### config.mk
export PLATFORM = sky130hd
export DESIGN_NAME = byte_stuffing_frame_encoder
export DESIGN_NICKNAME = d
export VERILOG_FILES = /design/src/design/bsfe_pkg.sv /design/src/design/bsfe_front.sv /design/src/design/bsfe_queue.sv /design/src/design/bsfe_back.sv /design/src/design/byte_stuffing_frame_encoder.sv
export SDC_FILE = /design/constraint.sdc
export NUM_CORES = 1
export LEC_CHECK = 0
export BUFFER_PORTS_ARGS = -buffer_cell sky130_fd_sc_hd__buf_4
export CELL_PAD_IN_SITES_DETAIL_PLACEMENT = 0
export CELL_PAD_IN_SITES_GLOBAL_PLACEMENT = 1
export CORE_MARGIN = 10
export CORE_UTILIZATION = 45
export DETAILED_ROUTE_END_ITERATION = 10
export GPL_TIMING_DRIVEN = 0
export HOLD_SLACK_MARGIN = 0.15
export PLACE_DENSITY_LB_ADDON = 0.2
export SETUP_SLACK_MARGIN = 0.3
export SLEW_MARGIN = 20
export SYNTH_ARGS = -nofsm -noshare
export SYNTH_HDL_FRONTEND = slang
export SYNTH_SLANG_ARGS = --single-unit
### constraint.sdc
create_clock -name clk_i -period 6.7 [get_ports clk_i]
set_input_delay 0.67 -clock clk_i [delete_from_list [all_inputs] [get_ports clk_i]]
set_output_delay 0.67 -clock clk_i [all_outputs]
set_load 0.01 [all_outputs]
### src/design/bsfe_pkg.sv
package bsfe_pkg;

  // Item kinds on the input side
  typedef enum logic [1:0] {
    KIND_BEGIN = 2'd0,
    KIND_DATA  = 2'd1,
    KIND_END   = 2'd2,
    KIND_NONE  = 2'd3
  } kind_e;

  // Configuration register indexes
  typedef enum logic [1:0] {
    REG_START  = 2'd0,
    REG_STOP   = 2'd1,
    REG_ESCAPE = 2'd2,
    REG_NOOP   = 2'd3
  } reg_idx_e;

  localparam logic [7:0] StartTokenRst  = 8'd2;
  localparam logic [7:0] StopTokenRst   = 8'd3;
  localparam logic [7:0] EscapeTokenRst = 8'd16;
  localparam logic [7:0] NoopCodeRst    = 8'd0;

  // Most line bytes one item can cause
  localparam int unsigned MaxBytes = 6;
  localparam int unsigned CntW     = $clog2(MaxBytes + 1);
  localparam int unsigned IdxW     = $clog2(MaxBytes);

  // One expanded item: line bytes in order and how many are valid
  typedef struct packed {
    logic [MaxBytes-1:0][7:0] bytes;
    logic [CntW-1:0]          cnt;
  } job_t;

endpackage

### src/design/bsfe_front.sv
module bsfe_front (
  input  logic                clk_i,
  input  logic                rst_ni,
  input  logic                cfg_valid_i,
  input  logic [1:0]          cfg_index_i,
  input  logic [7:0]          cfg_data_i,
  input  logic                take_i,
  input  logic [1:0]          kind_i,
  input  logic [7:0]          seq_number_i,
  input  logic [7:0]          data_byte_i,
  output logic                job_push_o,
  output bsfe_pkg::job_t      job_o
);
  import bsfe_pkg::*;

  logic [7:0] start_tok_q, stop_tok_q, esc_tok_q, noop_q;
  logic [7:0] prev_q, prev_d;
  logic [7:0] seq_q, seq_d;
  logic       start_pend_q, start_pend_d;
  logic       end_pend_q, end_pend_d;

  // Hold configuration registers
  always_ff @(posedge clk_i or negedge rst_ni) begin
    if (!rst_ni) begin
      start_tok_q <= StartTokenRst;
      stop_tok_q  <= StopTokenRst;
      esc_tok_q   <= EscapeTokenRst;
      noop_q      <= NoopCodeRst;
    end else if (cfg_valid_i) begin
      case (reg_idx_e'(cfg_index_i))
        REG_START:  start_tok_q <= cfg_data_i;
        REG_STOP:   stop_tok_q  <= cfg_data_i;
        REG_ESCAPE: esc_tok_q   <= cfg_data_i;
        REG_NOOP:   noop_q      <= cfg_data_i;
        default: ;
      endcase
    end
  end

  // Expand one item into its line bytes and next framing state
  always_comb begin
    job_t            job;
    logic [CntW-1:0] n;
    logic [7:0]      pv;
    job          = '0;
    n            = '0;
    pv           = prev_q;
    prev_d       = prev_q;
    seq_d        = seq_q;
    start_pend_d = start_pend_q;
    end_pend_d   = end_pend_q;
    case (kind_e'(kind_i))
      KIND_BEGIN: begin
        prev_d       = '0;
        seq_d        = seq_number_i;
        start_pend_d = 1'b1;
        end_pend_d   = 1'b0;
      end
      KIND_DATA: begin
        if (start_pend_q) begin
          job.bytes[IdxW'(n)] = start_tok_q;
          n = n + 1'b1;
          job.bytes[IdxW'(n)] = start_tok_q;
          n = n + 1'b1;
          if (seq_q == esc_tok_q || (seq_q == stop_tok_q && pv == stop_tok_q)) begin
            job.bytes[IdxW'(n)] = esc_tok_q;
            n = n + 1'b1;
          end
          job.bytes[IdxW'(n)] = seq_q;
          n = n + 1'b1;
          pv           = seq_q;
          start_pend_d = 1'b0;
          end_pend_d   = 1'b1;
        end
        if (data_byte_i == esc_tok_q ||
            (data_byte_i == stop_tok_q && pv == stop_tok_q)) begin
          job.bytes[IdxW'(n)] = esc_tok_q;
          n = n + 1'b1;
        end
        job.bytes[IdxW'(n)] = data_byte_i;
        n = n + 1'b1;
        prev_d = data_byte_i;
      end
      KIND_END: begin
        if (end_pend_q) begin
          job.bytes[0] = noop_q;
          job.bytes[1] = stop_tok_q;
          job.bytes[2] = stop_tok_q;
          n = CntW'(3);
        end
      end
      default: ;
    endcase
    job.cnt    = n;
    job_o      = job;
    job_push_o = take_i && (n != '0);
  end

  // Advance framing state on each accepted beat
  always_ff @(posedge clk_i or negedge rst_ni) begin
    if (!rst_ni) begin
      prev_q       <= '0;
      seq_q        <= '0;
      start_pend_q <= 1'b0;
      end_pend_q   <= 1'b0;
    end else if (take_i) begin
      prev_q       <= prev_d;
      seq_q        <= seq_d;
      start_pend_q <= start_pend_d;
      end_pend_q   <= end_pend_d;
    end
  end

endmodule

### src/design/bsfe_queue.sv
module bsfe_queue #(
  parameter int unsigned QDepth = 2
) (
  input  logic           clk_i,
  input  logic           rst_ni,
  input  logic           push_i,
  input  bsfe_pkg::job_t job_i,
  output logic           full_o,
  input  logic           pop_i,
  output logic           empty_o,
  output bsfe_pkg::job_t head_o
);
  import bsfe_pkg::*;

  localparam int unsigned PtrW = $clog2(QDepth);
  localparam int unsigned FillW = $clog2(QDepth + 1);

  job_t             mem_q [QDepth];
  logic [PtrW-1:0]  wr_ptr_q, rd_ptr_q;
  logic [FillW-1:0] fill_q;
  logic             do_push, do_pop;

  assign full_o  = (fill_q == FillW'(QDepth));
  assign empty_o = (fill_q == '0);
  assign head_o  = mem_q[rd_ptr_q];
  assign do_push = push_i && !full_o;
  assign do_pop  = pop_i && !empty_o;

  // Store pushed jobs
  always_ff @(posedge clk_i) begin
    if (do_push) begin
      mem_q[wr_ptr_q] <= job_i;
    end
  end

  // Advance pointers and fill level
  always_ff @(posedge clk_i or negedge rst_ni) begin
    if (!rst_ni) begin
      wr_ptr_q <= '0;
      rd_ptr_q <= '0;
      fill_q   <= '0;
    end else begin
      if (do_push) begin
        wr_ptr_q <= (wr_ptr_q == PtrW'(QDepth - 1)) ? '0 : wr_ptr_q + 1'b1;
      end
      if (do_pop) begin
        rd_ptr_q <= (rd_ptr_q == PtrW'(QDepth - 1)) ? '0 : rd_ptr_q + 1'b1;
      end
      if (do_push && !do_pop) begin
        fill_q <= fill_q + 1'b1;
      end else if (do_pop && !do_push) begin
        fill_q <= fill_q - 1'b1;
      end
    end
  end

endmodule

### src/design/bsfe_back.sv
module bsfe_back (
  input  logic           clk_i,
  input  logic           rst_ni,
  input  logic           job_empty_i,
  input  bsfe_pkg::job_t job_i,
  output logic           job_pop_o,
  output logic           empty_o,
  input  logic           pop_i,
  output logic [7:0]     line_byte_o,
  output logic           last_o
);
  import bsfe_pkg::*;

  logic [IdxW-1:0] idx_q, idx_d;
  logic            out_vld_q, out_vld_d;
  logic [7:0]      out_byte_q, out_byte_d;
  logic            out_last_q, out_last_d;
  logic            load, at_end;

  assign empty_o     = !out_vld_q;
  assign line_byte_o = out_byte_q;
  assign last_o      = out_last_q;

  // Load the next line byte when the output register frees up
  always_comb begin
    load       = !job_empty_i && (!out_vld_q || pop_i);
    at_end     = (CntW'(idx_q) + 1'b1 == job_i.cnt);
    idx_d      = idx_q;
    out_vld_d  = out_vld_q && !pop_i;
    out_byte_d = out_byte_q;
    out_last_d = out_last_q;
    job_pop_o  = 1'b0;
    if (load) begin
      out_vld_d  = 1'b1;
      out_byte_d = job_i.bytes[idx_q];
      out_last_d = at_end;
      if (at_end) begin
        idx_d     = '0;
        job_pop_o = 1'b1;
      end else begin
        idx_d = idx_q + 1'b1;
      end
    end
  end

  // Hold payload of the output register
  always_ff @(posedge clk_i) begin
    out_byte_q <= out_byte_d;
    out_last_q <= out_last_d;
  end

  always_ff @(posedge clk_i or negedge rst_ni) begin
    if (!rst_ni) begin
      idx_q     <= '0;
      out_vld_q <= 1'b0;
    end else begin
      idx_q     <= idx_d;
      out_vld_q <= out_vld_d;
    end
  end

endmodule

### src/design/byte_stuffing_frame_encoder.sv
// A line byte is stored in the job queue and then in the output register before it
// shows on the result ports. Throughput: one line byte per cycle out of the output
// register while pop is held and jobs wait; an item causes up to six line bytes,
// while begin and other items without bytes push no job into the queue.
// A job queue of QDepth expanded items parts the classifier from the serializer.
// Reset (rst_ni low, asynchronous) empties the queue, clears framing state and
// loads the token registers with their default values.
module byte_stuffing_frame_encoder #(
  parameter int unsigned QDepth = 2
) (
  input  logic       clk_i,
  input  logic       rst_ni,
  input  logic       cfg_valid_i,
  output logic       cfg_ready_o,
  input  logic [1:0] cfg_index_i,
  input  logic [7:0] cfg_data_i,
  input  logic       push,
  output logic       full,
  input  logic [1:0] kind_i,
  input  logic [7:0] seq_number_i,
  input  logic [7:0] data_byte_i,
  output logic       empty,
  input  logic       pop,
  output logic [7:0] line_byte_o,
  output logic       last_o
);
  import bsfe_pkg::*;

  logic  take;
  logic  job_push, job_pop, job_empty, job_full;
  job_t  job_in, job_head;

  assign cfg_ready_o = 1'b1;
  assign full        = job_full;
  assign take        = push && !job_full;

  bsfe_front u_front (
    .clk_i        (clk_i),
    .rst_ni       (rst_ni),
    .cfg_valid_i  (cfg_valid_i),
    .cfg_index_i  (cfg_index_i),
    .cfg_data_i   (cfg_data_i),
    .take_i       (take),
    .kind_i       (kind_i),
    .seq_number_i (seq_number_i),
    .data_byte_i  (data_byte_i),
    .job_push_o   (job_push),
    .job_o        (job_in)
  );

  bsfe_queue #(
    .QDepth (QDepth)
  ) u_queue (
    .clk_i   (clk_i),
    .rst_ni  (rst_ni),
    .push_i  (job_push),
    .job_i   (job_in),
    .full_o  (job_full),
    .pop_i   (job_pop),
    .empty_o (job_empty),
    .head_o  (job_head)
  );

  bsfe_back u_back (
    .clk_i       (clk_i),
    .rst_ni      (rst_ni),
    .job_empty_i (job_empty),
    .job_i       (job_head),
    .job_pop_o   (job_pop),
    .empty_o     (empty),
    .pop_i       (pop),
    .line_byte_o (line_byte_o),
    .last_o      (last_o)
  );

endmodule
# [Yosys cells after proc, flatten, opt, wreduce, memory -nomap -nowiden]
# Memory sizes are Yosys's and may differ from the RTL's.
# Cells that the tools add are included.
[classes] addsub=8 n_lt_le_gt_ge=7 eq_ne=14 n_mux=46 n_reduce_logical=35
[ops] cell="$mux W48" count=4
[ops] cell="$bwmux W48" count=3
[ops] cell="$demux W8 S3" count=3
[ops] cell="$mux W8" count=9
[ops] cell="$eq A8 B8 Y1" count=6
[ops] cell="$mux W24" count=2
[ops] cell="$pmux W24 S2" count=1
[ops] cell="$bmux W8 S3" count=1
[ops] cell="$mux W3" count=7
[ops] cell="$lt A3 B4 Y1 const B" count=4
[ops] cell="$pmux W8 S2" count=1
[ops] cell="$logic_and A1 B1 Y1" count=13
[ops] cell="$add A3 B1 Y3 const B" count=4
[ops] cell="$reduce_and A2 Y1" count=6
[ops] cell="$ge A3 B1 Y1 const B" count=3
[ops] cell="$mux W1" count=9
[ops] cell="$eq A2 B2 Y1 const B" count=4
[ops] cell="$logic_not A1 Y1" count=6
[ops] cell="$logic_not A2 Y1" count=3
[ops] cell="$mux W2" count=3
[ops] cell="$pmux W3 S2" count=1
[ops] cell="$eq A2 B1 Y1 const B" count=2
[ops] cell="$pmux W1 S2" count=2
[ops] cell="$reduce_bool A2 Y1" count=2
[ops] cell="other kinds (8)" count=11
[word_totals] ff_bits=67 mem_bits_rw=102 inputBits=33 out_inout_bits=12 word_cells=126 memories=1
[memory_table] memory="u_queue.mem_q" words=2 width=51 read_ports=1 rd_ports_with_merged_regs=0 wr=1 line_no="bsfe_queue.sv:18" rtl="job_t mem_q [QDepth];"

# [Depth between registers and ports, before layout]
# Gate-level depths: netlist (run 1).
[depth] ltp_word=21 depth_mapped=18 mapped_depth_nobuf=14

# [Cells and area by module]
# From an unflattened synthesis (run 1), not the netlist that was laid out.
[hier_totals] cells_unflattened=648 area_unflattened_um2=8894.8
[by_module_without_submodules] module="bsfe_queue" n_inst=1 cells_each=178 area_each_um2=4129.0 seq_area_each_um2=3163.0
[by_module_without_submodules] module="bsfe_front" n_inst=1 cells_each=396 area_each_um2=3843.7 seq_area_each_um2=1256.2
[by_module_without_submodules] module="bsfe_back" n_inst=1 cells_each=71 area_each_um2=897.1 seq_area_each_um2=370.4
[by_module_without_submodules] module="byte_stuffing_frame_encoder" n_inst=1 cells_each=3 area_each_um2=25.0 seq_area_each_um2=0.0

# [Least setup slack after synthesis (run 1)]
# No wires, ideal clock.
[synth_timing] kind="input -> register" start="input port data_byte_i[7]" end="memory u_queue.mem_q[0][0] (netlist bit), enable pin" setup_time_ns=0.460 t_arrival_ns=4.869 t_required_ns=6.240 setup_slack_ns=1.371 cell_stages=13 n_path_buf=3 cell_sequence="clkbuf_1 > xor2_1 > nor4_1 > nand2_1 > o31ai_1 > buf_2 > buf_2 > o21ai_0 > inv_1 > ha_1 > a21oi_1 > o21ai_0 > nor2_1"
[synth_via] elab_chain_len=12 word_cells_on_any_way=13 cone_classes="add/sub (1); eq/ne (2); mux (5); reduce/logical (5)"
[synth_rtl] item="start: declaration" line_no="byte_stuffing_frame_encoder.sv:21" rtl="input logic [7:0] data_byte_i,"
[synth_rtl] item="$eq A8 B8 Y1" line_no="bsfe_front.sv:76" rtl="(data_byte_i == stop_tok_q && pv == stop_tok_q)) begin"
[synth_rtl] item="$logic_and A1 B1 Y1" line_no="bsfe_front.sv:76"
[synth_rtl] item="$logic_or A1 B1 Y1 *" line_no="bsfe_front.sv:75" rtl="if (data_byte_i == esc_tok_q ||"
[synth_rtl] item="$mux W3 *" line_no="bsfe_front.sv:75"
[synth_rtl] item="$mux W3 *" line_no="bsfe_front.sv:52" rtl="case (kind_e'(kind_i))"
[synth_rtl] item="$add A3 B1 Y3 *" line_no="bsfe_front.sv:81" rtl="n = n + 1'b1;"
[synth_rtl] item="$pmux W3 S2 *" line_no="bsfe_front.sv:52"
[synth_rtl] item="$reduce_bool A3 Y1 *" line_no="bsfe_front.sv:96" rtl="job_push_o = take_i && (n != '0);"
[synth_rtl] item="$logic_and A1 B1 Y1 *" line_no="bsfe_front.sv:96"
[synth_rtl] item="$logic_and A1 B1 Y1 *" line_no="bsfe_queue.sv:26" rtl="assign do_push = push_i && !full_o;"
[synth_rtl] item="$mux W1 *" line_no="bsfe_queue.sv:31" rtl="if (do_push) begin"
[synth_rtl] item="$mux W1 (not written as such) *" line_no="bsfe_queue.sv:32" rtl="mem_q[wr_ptr_q] <= job_i;"
[synth_rtl] item="end: declaration" line_no="bsfe_queue.sv:18"
# Every way passes the cells marked *; elsewhere a longest branch is shown, timed or not. The select of a mux whose other input is x is not followed.

# [Worst setup path after layout (run 1)]
[layout_timing] start="input port data_byte_i[4]" end="memory u_queue.mem_q[0][4] (netlist bit), enable pin"
# The elaborated chain is that of the path after synthesis.

==> flow_results.org, run 1 <==
** Status
- The run finished with clean final reports.

** Routing
- Residual DRC :: 0
- For this block, the initial DRC count from the detailed router was 409.
- Wire per inst :: 22.8 um
- Routed wire length :: 22400 um
- Detailed routing inserted a total of 5645 vias.
- The count of nets left with antenna violations once routing finished came out at 0.
- Dividing the detail-routed via count by the number of cells gives 5.75.
- Before antenna repair, the detailed router went through 5 iterations.

** Run
- Maxcap violations :: 0

** Floorplanning
- Full die area :: 24600 um^2
- Die Span X :: 157 um
- Area of the core :: 18600 um^2
- After floorplanning, the core was divided into 50 placement rows.
- In this run the count of I/O pins placed on the die edge is 45.
- The initial utilization of the core area, before any placement, comes to 0.454.
- The die is 157 um tall.

** Clock network
- Buffers inserted during clock tree synthesis total 17.
- Hold repair after CTS inserted 0 buffers.
- In this run, post-CTS repair resized a total of 0 instances.
- Clock-pin slew was measured on the worst setup and hold paths at 0.07 ns.
- Clock Path Buffers :: 2
- Clock latency reported for the late side of the worst-skew pair :: 0.43 ns
- Postcts setup bufs :: 0
- Sinks on the clock net :: 169
- The tree is rooted in a clkbuf_16.
- In this run the number of H-tree levels came out at 4.
- TritonCTS built the clock tree.

** STA
- Final period utilization :: 0.716
- Unrepaired setup endpoints after global routing :: no
- Headroom to the max-slew limit came out at 0.474.
- The number of pins exceeding their max-slew limit in the final report came to 0.
- Transition time at the pin with the least slew margin :: 0.790 ns
- Clock skew on the completed layout was measured at 0.0101 ns.
- Number of endpoints failing setup at the final stage :: 0
- Minimum clock period after layout :: 4.80 ns
- Maximum achievable frequency :: 0.208 GHz
- Adding up every negative setup slack in the final design gives 0 ns.
- Endpoints failing hold :: 0

** Setup path
- Launching element type of the critical path :: primary input
- STA classifies the critical path endpoint as a register.
- Worst Path Arrival :: 4.92 ns
- Category of the critical setup timing path :: in2reg
- Number of cell instances on the worst register-to-register path :: 14
- CP Cell Sequence :: clkbuf_1 > xor2_1 > nor4_1 > nand2_1 > o31ai_1 > buf_2 > buf_2 > ha_1 > clkbuf_1 > nor2_1 > a21oi_1 > o21ai_0 > nor2_4 > buf_12
- The endpoint identified for the worst register-to-register timing path is u_queue.mem_q[0][4].
- Critical register-to-register path startpoint :: u_front.esc_tok_q[4]
- On the worst path, the slowest cell contributes a delay of 0.70 ns.
- STA puts the critical path data required time at 6.82 ns.
- Along the worst path, the maximum fanout reaches 26.
- Slowest stage cell on the critical path :: nor2_4
- Slack of the worst reg-to-reg path :: 2.02 ns

** Yosys
- Top-area cell type share of the netlist area :: 0.395
- The number of nets in the synthesized netlist is 719.
- Fraction of registers with async set or reset after synthesis :: 0.343
- Ranking of synthesized cells by area :: edfxtp_1 (39%), dfrtp_1 (16%), mux4_2 (6.4%)
- In the synthesized netlist the dominant register cell turns out to be edfxtp_1.
- Synthesis produced 677 cells.
- For this run, the register share of the synthesized area comes to 0.567.
- Avg Cell Area, Syn :: 12.5 um^2
- Distinct cells, synth :: 43
- edfxtp_1 takes more of the synthesized area than any other cell.
- In this run the cell area of the synthesized design comes to 8440 um^2.
- Yosys Warn Count :: 0
- Counting flops with a built-in enable in the synthesized netlist gives 111.
- Count of state elements after synthesis :: 169

** Layout
- In the layout the commonest cells are edfxtp_1 (111), nand2_1 (97), dfrtp_1 (54).
- The net count of the finished layout is 776.
- The number of antenna diodes in the final layout is 0.
- Post-Layout Inst Area :: 9650 um^2
- Commonest non-fill, non-tap cell in the layout :: edfxtp_1
- Relative to the synthesized area, the layout overhead comes to 14.3%.
- Of the cells placed in the final design, the portion with a size suffix greater than 1 is 0.209.
- The finished layout holds 981 standard cells, fillers aside.
- After filler insertion, the fill cell instance count of the layout stands at 1613.
- Once layout is complete, the utilization of the core stands at 0.520.

** Placed design
- Last weighted congestion value of the routability-driven placer :: 0.926
- Number of placed cells counting well taps :: 949
- Port buffering added 35 buffers.
- The HPWL after detailed placement is 16300 um.
- Placed Instance Area :: 9080 um^2

** Global routing
- Entering global routing, the biggest net connects 59 pins.
- Total track usage :: 0.189
- The via count of the first global-routing pass is 6001.
- Number of antenna violations at the first check in global routing :: 0
- Wire length of the first global-routing pass :: 35000 um
- After global routing the overflow that remains totals 0.

** Power
- In this run the power density over the cells is 380 nW/um^2.
- Lkg Pwr :: 3.64 nW
- Total power for the finished layout comes to 0.00367 W.
- VDD sags by at most 197 uV.

** Worst hold path
- In this run the worst hold path is classified as in2async.
logic make-up (layout without fill, tap and decap cells):
| kind of cell | Yosys count | after routing | share of synthesized area |
|---|---|---|---|
| adder cells (fa/ha/maj) | 9 | 9 | 0.0133 |
| XOR/XNOR | 53 | 53 | 0.0550 |
| flip-flops | 169 | 169 | 0.567 |
| buffers and inverters | 75 | 145 | 0.0379 |
| other | 1 | 1 | 0.000444 |
| AO/OA/AOI/OAI | 122 | 122 | 0.0919 |
| AND/OR/NAND/NOR | 164 | 164 | 0.0928 |
| multiplexers | 84 | 84 | 0.141 |
area by class of cell:
cell class	count	area [um^2]	share of cell area
clock inverter	9	87.6	0.00907
clock buffer	23	480	0.0498
sequential	169	4790	0.496
tap	234	293	0.0303
timing repair buffer	38	330	0.0342
multi-input combinational	433	3350	0.347
buffer	58	256	0.0266
inverter	17	63.8	0.00661
flip-flops by register name, summed over array words and instances (netlist names):
name,flops
u_queue.rd_ptr_q,1
u_front.esc_tok_q,8
u_back.line_byte_o,8
u_queue.mem_q,102
u_front.start_tok_q,8
u_front.seq_q,8
u_front.prev_q,8
u_front.start_pend_q,1
u_back.last_o,1
u_back.idx_q,3
u_front.end_pend_q,1
u_queue.wr_ptr_q,1
u_queue.fill_q,2
u_front.noop_q,8
u_front.stop_tok_q,8
u_back.out_vld_q,1
stage by stage:
step	setup slack, ns	hold slack (ns)
final	1.90	0.317
after global routing	1.56	0.374
after CTS	1.90	0.345
after detailed placement	1.46	0.482
after global placement	-0.772	0.477
after floorplan	1.37	0.374
routing by layer:
layer / vias to the layer above / track usage / wire (um)
met2: 177 / 0.305 / 10600
li1: 2603 / - / -
met4: 0 / 0.0845 / 633
met3: 38 / 0.0328 / 1040
met1: 2827 / 0.246 / 10100
met5: - / 0 / 0
report_power, final:
part / internal, W / total, W / switching [W]
Clock: 0.000549 / 0.000958 / 0.000409
Sequential: 0.00131 / 0.00144 / 0.000137
Combinational: 0.000545 / 0.00127 / 0.000724
cell usage after synthesis, types with 6 or more instances:
library cell and number:
nor2_1 9, mux2_2 41, mux2i_1 19, and2_1 11, dfrtp_1 54, a31oi_1 16, nand2_1 97, ha_1 9
a21boi_0 8, edfxtp_1 111, and3_1 12, clkbuf_1 38, mux4_2 24, o21ai_0 46, nand4_1 13, o22ai_1 9
a21oi_1 13, xor2_1 36, xnor2_1 17, a22o_1 16, buf_2 10, buf_1 6, inv_1 17, a41oi_1 8
worst max-delay path by stage:
stage | startpoint | to | slack [ns]
4_1_cts | data_byte_i[4] | u_queue.mem_q[0][6] | 1.90
2_1_floorplan | data_byte_i[7] | u_queue.mem_q[0][0] | 1.37
3_3_place_gp | data_byte_i[4] | u_queue.mem_q[0][35] | -0.77
6_report | data_byte_i[4] | u_queue.mem_q[0][4] | 1.90
5_1_grt | data_byte_i[4] | u_queue.mem_q[0][33] | 1.56
3_5_place_dp | data_byte_i[4] | u_queue.mem_q[0][35] | 1.46
critical path: cells and delay by family:
family / cells / cell delay [ns]
simple gates: 4 / 1.24
buf+inv: 5 / 1.79
compound gates: 3 / 0.88
xor+xnor: 1 / 0.14
fa+ha+maj: 1 / 0.16
Note: power is estimated with default switching activity, not from simulation.
==> inputs of run 2 (changes only) <==
- clock period: 6.7 -> 3.9 ns (I/O delays scaled with it)
==> run 2 against run 1 <==
  * Register-to-register slack lost 1.6 ns
  * Design area rose by 3.1%
  * Total power is 76% higher
  * Critical path type is now reg2reg
  * Highest routed layer unchanged
==> flow_results.org, run 2 (same netlist as run 1, synthesis figures left out) <==
** STA
- Static timing analysis puts the maximum clock frequency at 0.288 GHz.
- Unrepaired setup endpoints after global routing :: no
- The clock arrives with 0.0136 ns of skew.
- Setup slack closes at 0.428 ns.
- Headroom to the max-slew limit :: 0.454
- The number of pins exceeding their max-slew limit in the final report was 0.
- Number of endpoints failing setup at the final stage :: 0
- Minimum clock period after layout :: 3.47 ns
- The final-report hold violation count was 0.
- At the pin with the least slew margin, the transition time is 0.819 ns.
- Dividing the final minimum period by the clock period gives 0.890.

** Layout
- u_queue.mem_q holds more flip-flops than any other register.
- Layout overhead on the synthesized area :: 17.9%
- Commonest non-fill, non-tap cells in the layout :: edfxtp_1 (111), nand2_1 (97), dfrtp_1 (54)
- Max reg flops :: 102
- The library cell used most frequently in the layout, excluding fill and tap cells, is edfxtp_1.
- For this run, the post-layout net count is 790.
- Share of cells above drive strength 1 :: 0.271
- Fill count :: 1578
- Filler-free cell count of the finished design :: 996

** Power
- Of the total power, combinational logic draws 0.356.
- Lkg Pwr :: 3.80 nW
- Internal power comes to 0.00417 W.
- Sequential Power Share :: 0.388
- Power density normalized to cell area :: 648 nW/um^2
- Across the VDD grid, the largest voltage drop is 333 uV.
- Of the total power, the share spent switching nets is 0.353.
- For this design the total switching power over the nets is 0.00227 W.
- Fraction of power consumed by the clock network :: 0.256

** Worst hold path
- In this run the worst hold path is classified as in2reg.

** Placed design
- Pre-CTS setup slack :: -0.724 ns
- Port buffering added 35 buffers.
- Detail Placement HPWL :: 16300 um
- Last weighted congestion value of the routability-driven placer :: 0.906
- Number of placed cells counting well taps :: 949

** Routing
- After detailed routing, the total wire length is 23000 um.
- The first detailed-routing pass ran for 5 iterations.
- In the routed design, unresolved DRC markers number 0.
- Routed via count divided by cell count :: 5.76
- After the first detailed-routing iteration, the DRC count stood at 455.
- Post-route antenna net violation count :: 0
- Wire per inst :: 23.1 um
- Routed vias :: 5740

** Setup path
- In this run the worst path has a maximum fanout of 10.
- Data required time at the worst endpoint :: 3.99 ns
- Nature of the critical path endpoint :: register
- STA classifies the critical path startpoint as a register.
- CP Cell Sequence :: clkbuf_4 > xor2_1 > nor4_2 > nand2_1 > o32a_1 > buf_6 > buf_4 > nand2_1 > ha_1 > buf_8 > clkbuf_2 > nand2_1 > a41oi_1
- In this design, the stage delay of the slowest critical-path cell is 0.37 ns.
- Slowest stage cell on the critical path :: o32a_1
- The worst setup path is of the reg2reg kind.
- Data on the critical path arrives at its endpoint at 3.56 ns.
- Most frequent cell on the critical path :: nand2_1
- For flop-to-flop paths, the worst setup slack is 0.43 ns.

** Global routing
- Entering global routing, the biggest net connects 59 pins.
- Number of antenna violations at the first check in global routing :: 0
- Vias in the first global route :: 5801
- Leftover overflow at the end of global routing :: 0
- Wire length of the first global-routing pass :: 34900 um
- In the global route stage, overall resource usage came out at 0.191.

** Floorplanning
- Area of the core :: 18600 um^2
- Number of top-level pins :: 45
- For this configuration, the core starts out at a cell density of 0.454.
- Number of rows in the core area :: 50
- In this run the horizontal extent of the chip is 157 um.
- Full die area :: 24600 um^2
- Die boundary height :: 157 um

** Status
- The run finished with clean final reports.

** Clock network
- Sinks on the clock net :: 169
- In this run the clock root is driven by a clkbuf_16.
- Deepest level of the CTS H-tree :: 4
- Clock Path Buffers :: 2
- Register clock-pin slew on the reported worst setup and hold paths :: 0.07 ns
- TritonCTS clock tree :: yes
- Clock latency reported for the late side of the worst-skew pair :: 0.43 ns
- Number of buffers created by CTS :: 17

** Run
- Maxcap violations :: 0
[run 2: area by class of cell]
cell class	count	area [um^2]	share of cell area
Sequential cell	169	4790	0.481
Tap cell	234	293	0.0294
Buffer	57	313	0.0314
Clock inverter	9	73.8	0.00741
Clock buffer	23	500	0.0503
Timing Repair Buffer	52	452	0.0454
Multi-Input combinational cell	434	3470	0.348
Antenna cell	1	2.50	0.000251
Inverter	17	63.8	0.00641
[run 2: stage by stage]
step | TNS, ns | cell area (um^2) | utilization | hold slack [ns] | total power, W
final | 0 | 9960 | 0.536 | 0.183 | 0.00645
after global routing | 0 | 9950 | 0.536 | 0.169 | 0.00679
after CTS | 0 | 9870 | 0.531 | 0.175 | 0.00641
after detailed placement | -69.60 | 9090 | 0.489 | 0.488 | 0.00470
after global placement | -120.38 | 9030 | 0.486 | 0.475 | 0.00464
after floorplan | 0 | 8470 | - | 0.0944 | 0.00400
[run 2: worst paths after layout]
check	from	end	cells past startpoint
setup / recovery	u_front.stop_tok_q[3]	u_queue.mem_q[1][22]	13
setup reg to reg	u_front.stop_tok_q[3]	u_queue.mem_q[1][22]	13
hold / removal	seq_number_i[7]	u_front.seq_q[7]	2
min in group asynchronous	rst_ni	u_back.out_vld_q	2
hold reg to reg	u_back.out_vld_q	u_back.out_vld_q	2
max in group asynchronous	rst_ni	u_front.prev_q[0]	2
[run 2: power by group through the flow]
| stage | Clock, W | Combinational [W] | Sequential [W] |
|---|---|---|---|
| floorplan | 0 | 0.00155 | 0.00246 |
| CTS | 0.00166 | 0.00226 | 0.00249 |
| global route | 0.00175 | 0.00251 | 0.00253 |
| detailed placement | 0 | 0.00219 | 0.00252 |
| global placement | 0 | 0.00214 | 0.00250 |
| finish | 0.00165 | 0.00230 | 0.00250 |
[run 2: per-layer routing]
metal  track usage  vias to the layer above  wire, um
met3        0.0344                       33      1120
met5             0                        -         0
met1         0.256                     2882     10400
li1              -                     2637         -
met4        0.0616                        0       395
met2         0.308                      188     11200
[run 2: timing repair]
action | CTS | global route
pin swaps | 5 | 9
hold buffers | 1 | 0
gates resized for setup | 27 | 33
setup buffers | 9 | 2
gates cloned | 2 | 1
endpoints found under the hold margin | 54 | 0
setup endpoints to repair | 200 | 154
[run 2: worst max-delay path: cells and delay by family, from the launching register on]
family	cells	cell delay [ns]
buf+inv	5	0.84
simple gates	4	0.80
compound gates	2	0.68
flops	1	0.36
fa+ha+maj	1	0.24
xor+xnor	1	0.19
